--- src/rtl/npc_pkg.sv ---
// Package for the nearest palette color search.
// Holds sizes, command codes, the controller state type and the scan control structs.
// No dependencies.
package npc_pkg;

  localparam int PALETTE_ENTRIES = 256;
  localparam int IDX_W = $clog2(PALETTE_ENTRIES);
  localparam int COLOR_W = 24;
  localparam int SQ_W = 16;
  localparam int DIST_W = SQ_W + 2;
  localparam logic [IDX_W-1:0] LAST_IDX = IDX_W'(PALETTE_ENTRIES - 1);

  typedef enum logic {
    CMD_LOAD = 1'b0,
    CMD_MAP  = 1'b1
  } cmd_t;

  typedef enum logic {
    ST_IDLE,
    ST_SCAN
  } state_t;

  typedef struct packed {
    logic start;
    logic ack;
  } scan_ctrl_t;

  typedef struct packed {
    logic             busy;
    logic             done;
    logic [IDX_W-1:0] index;
  } scan_status_t;

endpackage

--- src/rtl/npc_search.sv ---
// Scan engine: walks the palette memory one entry per cycle, computes the squared
// RGB distance in two stages and keeps the nearest index. Depends on npc_pkg.
module npc_search
  import npc_pkg::*;
(
  input  logic               clk,
  input  logic               rst,
  input  scan_ctrl_t         ctrl,
  input  logic [7:0]         red,
  input  logic [7:0]         green,
  input  logic [7:0]         blue,
  output logic [IDX_W-1:0]   raddr,
  input  logic [COLOR_W-1:0] rdata,
  output scan_status_t       status
);

  function automatic logic [SQ_W-1:0] sq_diff(input logic [7:0] a, input logic [7:0] b);
    logic [7:0] d;
    d = (a >= b) ? (a - b) : (b - a);
    return SQ_W'(d * d);
  endfunction

  logic [7:0]        pix_r;
  logic [7:0]        pix_g;
  logic [7:0]        pix_b;
  logic              issuing;
  logic [IDX_W-1:0]  cnt;
  logic              s1_vld;
  logic              s1_last;
  logic [IDX_W-1:0]  s1_idx;
  logic              s2_vld;
  logic              s2_last;
  logic [IDX_W-1:0]  s2_idx;
  logic [SQ_W-1:0]   sq_r;
  logic [SQ_W-1:0]   sq_g;
  logic [SQ_W-1:0]   sq_b;
  logic [DIST_W-1:0] cur_dist;
  logic [DIST_W-1:0] best_dist;
  logic [IDX_W-1:0]  best_idx;
  logic              done;
  logic              better;

  assign raddr    = cnt;
  assign cur_dist = DIST_W'(sq_r) + DIST_W'(sq_g) + DIST_W'(sq_b);
  assign better   = (s2_idx == '0) || (cur_dist < best_dist);

  always_ff @(posedge clk) begin
    if (rst) begin
      issuing <= 1'b0;
      cnt     <= '0;
      s1_vld  <= 1'b0;
      s2_vld  <= 1'b0;
      done    <= 1'b0;
    end else begin
      if (ctrl.start) begin
        issuing <= 1'b1;
        cnt     <= '0;
      end else if (issuing) begin
        if (cnt == LAST_IDX) begin
          issuing <= 1'b0;
        end
        cnt <= cnt + 1'b1;
      end
      s1_vld <= issuing;
      s2_vld <= s1_vld;
      if (ctrl.start || ctrl.ack) begin
        done <= 1'b0;
      end else if (s2_vld && s2_last) begin
        done <= 1'b1;
      end
    end
  end

  always_ff @(posedge clk) begin
    if (ctrl.start) begin
      pix_r <= red;
      pix_g <= green;
      pix_b <= blue;
    end
    s1_idx  <= cnt;
    s1_last <= (cnt == LAST_IDX);
    s2_idx  <= s1_idx;
    s2_last <= s1_last;
    sq_r    <= sq_diff(pix_r, rdata[23:16]);
    sq_g    <= sq_diff(pix_g, rdata[15:8]);
    sq_b    <= sq_diff(pix_b, rdata[7:0]);
    if (s2_vld && better) begin
      best_dist <= cur_dist;
      best_idx  <= s2_idx;
    end
  end

  assign status.busy  = issuing || s1_vld || s2_vld;
  assign status.done  = done;
  assign status.index = best_idx;

  a_no_restart: assert property (@(posedge clk) disable iff (rst)
    ctrl.start |-> !status.busy)
    else $error("scan restarted while busy");

  a_done_idle: assert property (@(posedge clk) disable iff (rst)
    !(status.done && status.busy))
    else $error("scan done while still busy");

  a_last_done: assert property (@(posedge clk) disable iff (rst)
    (s2_vld && s2_last && !ctrl.ack) |=> status.done)
    else $error("last entry did not finish the scan");

endmodule

--- config.mk ---
export PLATFORM = sky130hd
export DESIGN_NAME = npc_search
export DESIGN_NICKNAME = d
export VERILOG_FILES = /design/src/rtl/npc_pkg.sv /design/src/rtl/npc_search.sv
export SDC_FILE = /design/constraint.sdc
export NUM_CORES = 1
export LEC_CHECK = 0
export BUFFER_PORTS_ARGS = -buffer_cell sky130_fd_sc_hd__buf_2
export CORE_MARGIN = 2
export CORE_UTILIZATION = 53
export DETAILED_ROUTE_END_ITERATION = 12
export GPL_ROUTABILITY_DRIVEN = 0
export HOLD_SLACK_MARGIN = 0.02
export PLACE_DENSITY = 0.68
export SYNTH_ARGS = -nofsm -noshare
export SYNTH_HDL_FRONTEND = slang
export SYNTH_SLANG_ARGS = --single-unit
--- constraint.sdc ---
create_clock -name clk -period 10.8 [get_ports clk]
set_input_delay 1.08 -clock clk [delete_from_list [all_inputs] [get_ports clk]]
set_output_delay 1.08 -clock clk [all_outputs]
set_load 0.02 [all_outputs]
== Word level (Yosys, flattened, before mapping) ==
Index checks and enable logic that the tools add are counted.

* Add/sub/neg operators: 9
* Multiply operators: 3
* Order comparisons: 4
* Eq/ne operators: 1
* Mux-type cells: 6
* Reduce and logical (&&, ||, !) cells: 9

{| class="wikitable"
|+ Operator list
! kind !! count
|-
| 8-bit by 8-bit multiplier with 16-bit output || 3
|-
| 8-bit subtractor || 6
|-
| 8-bit greater-or-equal comparator || 3
|-
| 8-bit two-way mux || 3
|-
| 17-bit by 16-bit adder with 18-bit output || 1
|-
| 18-bit < comparator || 1
|-
| 16-bit by 16-bit adder with 17-bit output || 1
|-
| 8-bit by 1-bit adder with 8-bit output (second input constant) || 1
|-
| 8-bit equality test (second input constant) || 1
|-
| 8-bit logical NOT || 1
|-
| 1-bit logical OR || 4
|-
| 2-bit OR reduction || 2
|-
| 1-bit two-way mux || 3
|-
| 1-bit logical AND || 2
|}

* Flip-flop bits (word level): 128
* Input bits: 52
* Output and inout port bits: 18
* Logic and storage cells: 49

== Depth between registers and ports, before layout ==
Gate-level depths: netlist (run 1).

* Depth in word-level cells: 5
* Depth in mapped cells: 31
* Gate-level depth less buffers: 30

== Worst setup path after synthesis (run 1) ==
Ideal clock, no wire load.

* Path type: input to register
* From: input rdata[0]
* To: register sq_b[15]
* Arrival: 6.682 ns
* Setup slack: 4.047 ns
* Cell stages on the path: 27
* Path buffers: 1
* Cell sequence: ha_1 > inv_1 > fa_1 > a21o_1 > a21oi_1 > a211oi_1 > o22ai_1 > buf_4 > nor3b_1 > a31oi_1 > xor2_1 > inv_2 > or2_1 > fa_1 > inv_1 > fa_1 > fa_1 > inv_1 > fa_1 > inv_1 > ha_1 > nor4_1 > o22ai_1 > o21ai_0 > nand2b_1 > a21oi_1 > xor2_1

* Longest elaborated chain between the ends: 3
* Elaborated cells between the ends (all ways): 5
* Those cells by class: 2 x add/sub; 1 x mul; 1 x order compare; 1 x mux

{| class="wikitable"
|+ Ends and longest elaborated chain
! what !! RTL line !! RTL
|-
| from (decl) || npc_search.sv:13 || <nowiki>input logic [COLOR_W-1:0] rdata,</nowiki>
|-
| 8-bit subtractor or 8-bit greater-or-equal comparator (tied branches) || npc_search.sv:19 || <nowiki>d = (a >= b) ? (a - b) : (b - a);</nowiki>
|-
| 8-bit two-way mux * || npc_search.sv:19 ||
|-
| 8-bit by 8-bit multiplier with 16-bit output * || npc_search.sv:20 || <nowiki>return SQ_W'(d * d);</nowiki>
|-
| to (signal assigned) || npc_search.sv:86 || <nowiki>sq_b <= sq_diff(pix_b, rdata[7:0]);</nowiki>
|-
| to (decl) || npc_search.sv:36 || <nowiki>logic [SQ_W-1:0] sq_b;</nowiki>
|}

Every way passes the cells marked *; elsewhere a longest branch is shown, timed or not.
A chain may end at the register's enable or synchronous reset.

== Worst setup path in the final report (run 1) ==
* From: input rdata[8]
* To: register sq_g[15]

* Longest elaborated chain between the ends: 3
* Elaborated cells between the ends (all ways): 5
* Those cells by class: 2 x add/sub; 1 x mul; 1 x order compare; 1 x mux

{| class="wikitable"
|+ Ends and longest elaborated chain
! what !! RTL line !! RTL
|-
| 8-bit subtractor or 8-bit greater-or-equal comparator (tied branches) || npc_search.sv:19 ||
|-
| 8-bit two-way mux * || npc_search.sv:19 ||
|-
| 8-bit by 8-bit multiplier with 16-bit output * || npc_search.sv:20 ||
|-
| to (signal assigned) || npc_search.sv:85 || <nowiki>sq_g <= sq_diff(pix_g, rdata[15:8]);</nowiki>
|-
| to (decl) || npc_search.sv:35 || <nowiki>logic [SQ_W-1:0] sq_g;</nowiki>
|}

Marks and branches as above.

==> qor.log, run 1 <==
qor: die.die_width 151 um
qor: global_routing.initial_antenna_violation_count 0
qor: die.floorplan.die.height 151 um
qor: global_routing.grt_remaining_overflow 0
qor: worst_hold_path.timing.hold.worst_path_depth 0
qor: routing.routed_wirelength 20.5 mm
qor: clocking.cts_tree done
qor: global_routing.grt_first_pass_wirelength 35.7 mm
qor: synthesis.yosysWarningCount 0
qor: synthesis.synth.area.top_cells sky130_fd_sc_hd__ha_1, sky130_fd_sc_hd__fa_1, sky130_fd_sc_hd__dfxtp_1, sky130_fd_sc_hd__edfxtp_1, sky130_fd_sc_hd__inv_1
qor: worst_setup_path.worstPathMaxFanout 11
qor: cells_and_area.nets 1,594
qor: timing.finalSetupViolCount 0
qor: routing.detail_route.drc_violations 0
qor: synthesis.netlist_area 11,500 um2
qor: clocking.cts.sinks 125
qor: worst_setup_path.worst-setup-path-type in2reg
qor: worst_setup_path.worst_r2r_path_depth 26
qor: synthesis.synthMostInstantiatedCell sky130_fd_sc_hd__inv_1
qor: cells_and_area.antenna-diode-count 0
qor: synthesis.ys_types 63
qor: worst_setup_path.crit_required 11.10 ns
qor: clocking.cts_hold_buffers 0
qor: synthesis.synthesis.area_per_instance 9.54 um2
qor: routing.via_density_per_instance 5.09
qor: timing.skew 0.0181 ns
qor: timing.post-route-worst-setup-slack 3.26 ns
qor: cells_and_area.area_growth 10.6%
qor: status.run_status completed
qor: timing.rsz0062_at_grt false
qor: clocking.cts.repair.resized 0
qor: placement.buffer_ports.inserted 69
qor: cells_and_area.stdcell_area 12,700 um2
qor: clocking.cts-root-to-sink-buffers 2
qor: timing.post-route-period-util 69.8%
qor: global_routing.grt_max_degree 27
qor: worst_hold_path.hold_start s1_idx[7]$_DFF_P_
qor: synthesis.count_of_mapped_cells_out_of_synthesis 1,203
qor: clocking.root_buffer sky130_fd_sc_hd__clkbuf_16
qor: worst_setup_path.worst-r2r-setup-slack 3.54 ns
qor: timing.sum_of_negative_setup_slack 0 ns
qor: worst_setup_path.critical_path.reg2reg.endpoint sq_g[15]$_DFF_P_
qor: worst_setup_path.regToRegStartpoint pix_g[0]$_DFFE_PP_
qor: placement.placed_area 12,100 um2
qor: routing.avgRoutedWirePerCell 13.1 um
qor: routing.vias 7,969
qor: synthesis.synth_edf_count 50
qor: timing.worstMarginPinSlew 0.999 ns
qor: timing.count_of_final_max_slew_check_failures 0
qor: placement.hpwl_after_dpl 16.8 mm
qor: die.core 21,200 um2
qor: synthesis.ys_dominant_reg_cell sky130_fd_sc_hd__dfxtp_1
qor: clocking.clock_latency_of_the_later_clocked_register_in_the_worst_skew_pair 0.42 ns
qor: timing.holdWs 0.327 ns
qor: routing.drtPass1Iterations 5
qor: clocking.h_tree_lvls 4
qor: worst_setup_path.worst_setup_path_start_kind input port
qor: routing.drt_first_iter_violations 406
qor: worst_hold_path.hold_path_class reg2reg
qor: job.cap_violations 0
qor: synthesis.synthTopCellsByCount sky130_fd_sc_hd__inv_1, sky130_fd_sc_hd__ha_1, sky130_fd_sc_hd__nor2_1, sky130_fd_sc_hd__fa_1, sky130_fd_sc_hd__dfxtp_1
qor: worst_setup_path.crit_arrival 7.83 ns
qor: synthesis.synthArstFlopShare 0%
qor: synthesis.synth_seq_area_share 26.2%
qor: global_routing.first_global_vias 7,975
qor: synthesis.yosysTopAreaCell sky130_fd_sc_hd__ha_1
qor: die.floorplan.initialDensity 54.3%
qor: synthesis.synth-seq-cells 125
qor: die.boundaryPins 70
qor: placement.preCtsSetupSlack 2.88 ns
qor: timing.relSlewSlack 33.4%
qor: timing.max_clock_freq 133 MHz
qor: timing.hold_viol_final 0
qor: global_routing.grt_use_total 19.6%
qor: die.placementRows 53
qor: clocking.cts_buffer_count 17
qor: worst_hold_path.hold_end s2_idx[7]$_DFF_P_
qor: die.die_footprint 22,900 um2
qor: synthesis.netlist.area_leader.share 18.3%
qor: worst_setup_path.end_kind flop
qor: timing.timing.final.crit_period 7.54 ns
qor: clocking.clock_transition_at_the_registers_of_the_reported_paths 0.07 ns
qor: routing.antenna_left 0
qor: cells_and_area.final_layout_size_suffix_gt1_share 10.9%
qor: clocking.postCtsSetupRepairBufs 0
## area by class of cell
| type | count | area, um2 |
|---|---|---|
| clock inverter | 15 | 165 |
| timing repair buffer | 71 | 360 |
| sequential | 125 | 3000 |
| multi-input combinational | 839 | 7550 |
| inverter | 225 | 845 |
| clock buffer | 17 | 425 |
| fill | 1822 | 8460 |
| tap | 275 | 344 |
## how the worst max path moves through the flow
stage                       endpoint  depth (start not counted)     start
finish              sq_g[15]$_DFF_P_                         26  rdata[8]
global route        sq_b[15]$_DFF_P_                         28  rdata[0]
CTS                 sq_g[15]$_DFF_P_                         26  rdata[8]
detailed placement  sq_g[15]$_DFF_P_                         26  rdata[8]
global placement    sq_b[15]$_DFF_P_                         27  rdata[0]
floorplan           sq_b[15]$_DFF_P_                         27  rdata[0]
## registers in the layout, indices dropped and copies added, names as in the netlist
register / count
best_dist: 18
sq_b: 15
sq_g: 15
sq_r: 15
best_idx: 8
pix_b: 8
pix_g: 8
pix_r: 8
raddr: 8
s1_idx: 8
s2_idx: 8
done: 1
issuing: 1
s1_last: 1
s1_vld: 1
s2_last: 1
s2_vld: 1
## cells by family after synthesis
family                   synth area share (%)
AND/OR/NAND/NOR                          11.5
adder cells (fa/ha/maj)                  34.9
buffers and inverters                    8.10
AO/OA/AOI/OAI                            10.1
flip-flops                               26.2
XOR/XNOR                                 7.24
multiplexers                             1.92
other                                  0.0654
## layer usage
layer,track usage [%],share of wire (%),up-vias
li1,-,-,4082
met1,26.4,48,3725
met2,32.7,47,139
met3,2.92,3.0,23
met4,6.07,1.6,0
met5,0,0,-
## stage by stage
stage / instances / util (%)
3_3_place_gp: 1535 / 57.2
4_1_cts: 1567 / 60.0
5_1_grt: 1567 / 60.0
6_report: 1567 / 60.0
2_1_floorplan: 1204 / -
3_5_place_dp: 1535 / 57.2
## worst max-delay path, stage by stage
cell	delay (ns)
sky130_fd_sc_hd__buf_2	0.09
sky130_fd_sc_hd__ha_1	0.16
sky130_fd_sc_hd__inv_1	0.06
sky130_fd_sc_hd__fa_1	0.39
sky130_fd_sc_hd__a21o_1	0.19
sky130_fd_sc_hd__a21oi_1	0.21
sky130_fd_sc_hd__a211oi_1	0.12
sky130_fd_sc_hd__o22ai_1	0.77
sky130_fd_sc_hd__mux2i_1	0.20
sky130_fd_sc_hd__xnor2_1	0.69
sky130_fd_sc_hd__nor2_1	0.23
sky130_fd_sc_hd__ha_1	0.26
sky130_fd_sc_hd__or2_2	0.31
sky130_fd_sc_hd__fa_1	0.51
sky130_fd_sc_hd__fa_1	0.51
sky130_fd_sc_hd__inv_1	0.05
sky130_fd_sc_hd__fa_1	0.53
sky130_fd_sc_hd__inv_1	0.04
sky130_fd_sc_hd__ha_1	0.32
sky130_fd_sc_hd__nand2_1	0.06
sky130_fd_sc_hd__o21ai_0	0.32
sky130_fd_sc_hd__nor4_1	0.09
sky130_fd_sc_hd__a21oi_1	0.21
sky130_fd_sc_hd__nand4_1	0.15
sky130_fd_sc_hd__a31oi_1	0.18
sky130_fd_sc_hd__xnor2_1	0.09
## placed cells by master, fill, tap and decap left out, drive strengths merged, types with 37 or more instances in the layout
master and count:
a21oi 58, buf 71, dfxtp 75, edfxtp 50
fa 95, ha 168, inv 234, nand2 37
nor2 143, o21ai 49, xnor2 57
Power of run 1 is not shown: default switching activity piles up to over one toggle a cycle in this logic, so the estimate is an artifact.
==> run 2, diff against run 1 <==
ABC_AREA = 1   (was default)
PLACE_DENSITY = 0.71   (was 0.68)
clock period = 6.7 ns   (was 10.8 ns; I/O delays follow)
==> qor.log, run 2 <==
qor: status.run_status completed [unchanged]
qor: die.placementRows 55 [was 53]
qor: worst_setup_path.crit_required 7.05 ns [was 11.10 ns]
qor: synthesis.synthTopCellsByCount sky130_fd_sc_hd__inv_1, sky130_fd_sc_hd__nand2_1, sky130_fd_sc_hd__ha_1, sky130_fd_sc_hd__nor2_1, sky130_fd_sc_hd__fa_1 [was sky130_fd_sc_hd__inv_1, sky130_fd_sc_hd__ha_1, sky130_fd_sc_hd__nor2_1, sky130_fd_sc_hd__fa_1, sky130_fd_sc_hd__dfxtp_1]
qor: clocking.cts.repair.resized 0 [unchanged]
qor: placement.buffer_ports.inserted 69 [unchanged]
qor: global_routing.grt_first_pass_wirelength 40.5 mm [was 35.7 mm]
qor: worst_setup_path.worst-setup-path-type reg2reg [was in2reg]
qor: cells_and_area.nets 1,847 [was 1,594]
qor: clocking.postCtsSetupRepairBufs 0 [unchanged]
qor: synthesis.synth-seq-cells 125 [unchanged]
qor: worst_setup_path.end_kind flop [unchanged]
qor: global_routing.first_global_vias 9,123 [was 7,975]
qor: worst_setup_path.worstPathMaxFanout 9 [was 11]
qor: timing.worstMarginPinSlew 0.673 ns [was 0.999 ns]
qor: synthesis.netlist_area 12,100 um2 [was 11,500 um2]
qor: clocking.root_buffer sky130_fd_sc_hd__clkbuf_16 [unchanged]
qor: synthesis.synth_edf_count 50 [unchanged]
qor: timing.rsz0062_at_grt false [unchanged]
qor: cells_and_area.layout.cells.most_common_list sky130_fd_sc_hd__inv_1, sky130_fd_sc_hd__nand2_1, sky130_fd_sc_hd__ha_1, sky130_fd_sc_hd__nor2_1, sky130_fd_sc_hd__fa_1 [was sky130_fd_sc_hd__inv_1, sky130_fd_sc_hd__ha_1, sky130_fd_sc_hd__nor2_1, sky130_fd_sc_hd__fa_1, sky130_fd_sc_hd__dfxtp_1]
qor: synthesis.synth_seq_area_share 24.8% [was 26.2%]
qor: worst_setup_path.worst_path_max_delay_cell sky130_fd_sc_hd__fa_1 [was sky130_fd_sc_hd__o22ai_1]
qor: global_routing.grt_use_total 20.5% [was 19.6%]
qor: global_routing.initial_antenna_violation_count 0 [unchanged]
qor: worst_setup_path.cp_top_family adder cells [unchanged]
qor: clocking.cts.sinks 125 [unchanged]
qor: routing.routed_wirelength 23.0 mm [was 20.5 mm]
qor: routing.antenna_left 0 [unchanged]
qor: synthesis.synth_xor_xnor_area_share 5.63% [was 7.24%]
qor: clocking.cts-root-to-sink-buffers 2 [unchanged]
qor: clocking.clock_transition_at_the_registers_of_the_reported_paths 0.07 ns [about the same]
qor: cells_and_area.largest_register_ffs 18 [unchanged]
qor: worst_hold_path.timing.hold.worst_path_depth 0 [unchanged]
qor: synthesis.synth_compound_gate_area_share 7.72% [was 10.1%]
qor: cells_and_area.regMostFlops best_dist [unchanged]
qor: worst_setup_path.path_buf_inv 5 [was 4]
qor: timing.count_of_final_max_slew_check_failures 0 [unchanged]
qor: die.floorplan.die.height 155 um [was 151 um]
qor: clocking.cts_buffer_count 17 [unchanged]
qor: worst_setup_path.crit_arrival 6.38 ns [was 7.83 ns]
qor: synthesis.synthArstFlopShare 0% [unchanged]
qor: clocking.clock_latency_of_the_later_clocked_register_in_the_worst_skew_pair 0.43 ns [was 0.42 ns]
qor: cells_and_area.most_common_library_cell_in_the_layout_ignoring_fill_and_taps sky130_fd_sc_hd__inv_1 [unchanged]
qor: clocking.h_tree_lvls 4 [unchanged]
qor: routing.drt_first_iter_violations 374 [was 406]
qor: timing.skew 0.0163 ns [was 0.0181 ns]
qor: timing.relSlewSlack 55.1% [was 33.4%]
qor: synthesis.yosysTopAreaCell sky130_fd_sc_hd__ha_1 [unchanged]
qor: synthesis.synth_top_family_by_area adder cells [unchanged]
qor: clocking.cts_tree done [unchanged]
qor: die.boundaryPins 70 [unchanged]
qor: worst_setup_path.timing.critical_path.depth 27 [was 26]
qor: synthesis.synthesis.area_per_instance 8.37 um2 [was 9.54 um2]
qor: job.cap_violations 0 [unchanged]
qor: routing.avgRoutedWirePerCell 12.5 um [was 13.1 um]
qor: timing.timing.final.crit_period 6.03 ns
qor: routing.detail_route.drc_violations 0 [unchanged]
qor: synthesis.synth_mux_area_share 0% [was 1.92%]
qor: timing.max_clock_freq 166 MHz
qor: timing.post-route-period-util 90.1%
qor: global_routing.grt_remaining_overflow 0 [unchanged]
qor: die.floorplan.initialDensity 53.7% [was 54.3%]
qor: timing.finalSetupViolCount 0 [unchanged]
qor: cells_and_area.area_growth 10.4% [was 10.6%]
qor: routing.vias 9,153 [was 7,969]
qor: synthesis.yosysWarningCount 0 [unchanged]
qor: worst_setup_path.crit_path_max_incr_delay 0.53 ns [was 0.77 ns]
qor: die.core 22,600 um2 [was 21,200 um2]
qor: global_routing.grt_max_degree 27 [unchanged]
qor: synthesis.synthMostInstantiatedCell sky130_fd_sc_hd__inv_1 [unchanged]
qor: synthesis.netlist.area_leader.share 17.3% [was 18.3%]
qor: synthesis.ys_dominant_reg_cell sky130_fd_sc_hd__dfxtp_1 [unchanged]
qor: synthesis.synth.area.top_cells sky130_fd_sc_hd__ha_1, sky130_fd_sc_hd__fa_1, sky130_fd_sc_hd__dfxtp_1, sky130_fd_sc_hd__edfxtp_1, sky130_fd_sc_hd__inv_1 [unchanged]
qor: worst_setup_path.worst_r2r_path_depth 27 [was 26]
qor: synthesis.synth_simple_gate_area_share 18.3% [was 11.5%]
qor: routing.drtPass1Iterations 5 [unchanged]
qor: worst_setup_path.worst_setup_path_start_kind flop [was input port]
qor: die.die_width 155 um [was 151 um]
qor: worst_hold_path.hold_path_class reg2reg [unchanged]
qor: timing.hold_viol_final 0 [unchanged]
qor: clocking.cts_hold_buffers 0 [unchanged]
qor: timing.sum_of_negative_setup_slack 0 ns [unchanged]
qor: placement.hpwl_after_dpl 18.9 mm [was 16.8 mm]
qor: die.die_footprint 24,100 um2 [was 22,900 um2]
qor: synthesis.count_of_mapped_cells_out_of_synthesis 1,449 [was 1,203]
qor: synthesis.ys_types 46 [was 63]
qor: cells_and_area.antenna-diode-count 0 [unchanged]
qor: routing.via_density_per_instance 5.00 [was 5.09]
qor: synthesis.synth-adder-area-share 33.0% [was 34.9%]
qor: cells_and_area.final_layout_size_suffix_gt1_share 11.6% [was 10.9%]
[run 2: cell count changes after synthesis, sizes merged, moves of 10 or more]
cell / previous run / this run
or2: 20 / 2
mux2i: 18 / 0
nand2: 37 / 281
a21oi: 58 / 81
xnor2: 57 / 27
a21o: 18 / 6
nor2b: 16 / 0
inv: 225 / 324
nor2: 143 / 123
xor2: 28 / 51
nand3: 9 / 51
nand2b: 10 / 0
[run 2: kinds of logic (layout without fill, tap and decap cells)]
group | Yosys count | count (layout)
other cells | 2 | 3
flops | 125 | 125
fa+ha+maj | 263 | 263
xor+xnor | 78 | 78
buf+inv | 332 | 427
simple gates | 489 | 489
compound gates | 160 | 160
[run 2: per-stage QoR]
step | instance area (um2) | instances | hold WS [ns] | util (%) | worst slack (ns)
2_1_floorplan | 12100 | 1450 | 0.310 | - | 1.10
3_5_place_dp | 12800 | 1798 | 0.312 | 56.6 | 0.405
3_3_place_gp | 12800 | 1798 | 0.310 | 56.6 | 0.474
4_1_cts | 13400 | 1830 | 0.320 | 59.3 | 0.637
5_1_grt | 13400 | 1830 | 0.322 | 59.3 | 0.160
6_report | 13400 | 1830 | 0.321 | 59.3 | 0.666
[run 2: final timing paths]
check	startpoint	end	slack, ns
max reg2reg	pix_g[0]$_DFFE_PP_	sq_g[12]$_DFF_P_	0.67
max	pix_g[0]$_DFFE_PP_	sq_g[12]$_DFF_P_	0.67
min reg2reg	s1_idx[1]$_DFF_P_	s2_idx[1]$_DFF_P_	0.32
min	s1_idx[1]$_DFF_P_	s2_idx[1]$_DFF_P_	0.32
[run 2: final cells by class]
cell class                 count  area (um2)
sequential                   125        3000
inverter                     325        1220
multi-input combinational    993        7850
tap                          285         357
clock inverter                15         170
timing repair buffer          70         353
fill                        2029        9190
clock buffer                  17         425
[run 2: metal layers]
layer | wire (um) | vias up | global-route usage, % | share of wire (%)
met5 | 0 | - | 0 | 0
met4 | 432 | 0 | 6.55 | 1.9
met3 | 878 | 27 | 3.09 | 3.8
met2 | 10900 | 185 | 35.2 | 47
met1 | 10800 | 4253 | 26.8 | 47
li1 | - | 4688 | - | -
Power of run 2 is left out for the same reason.
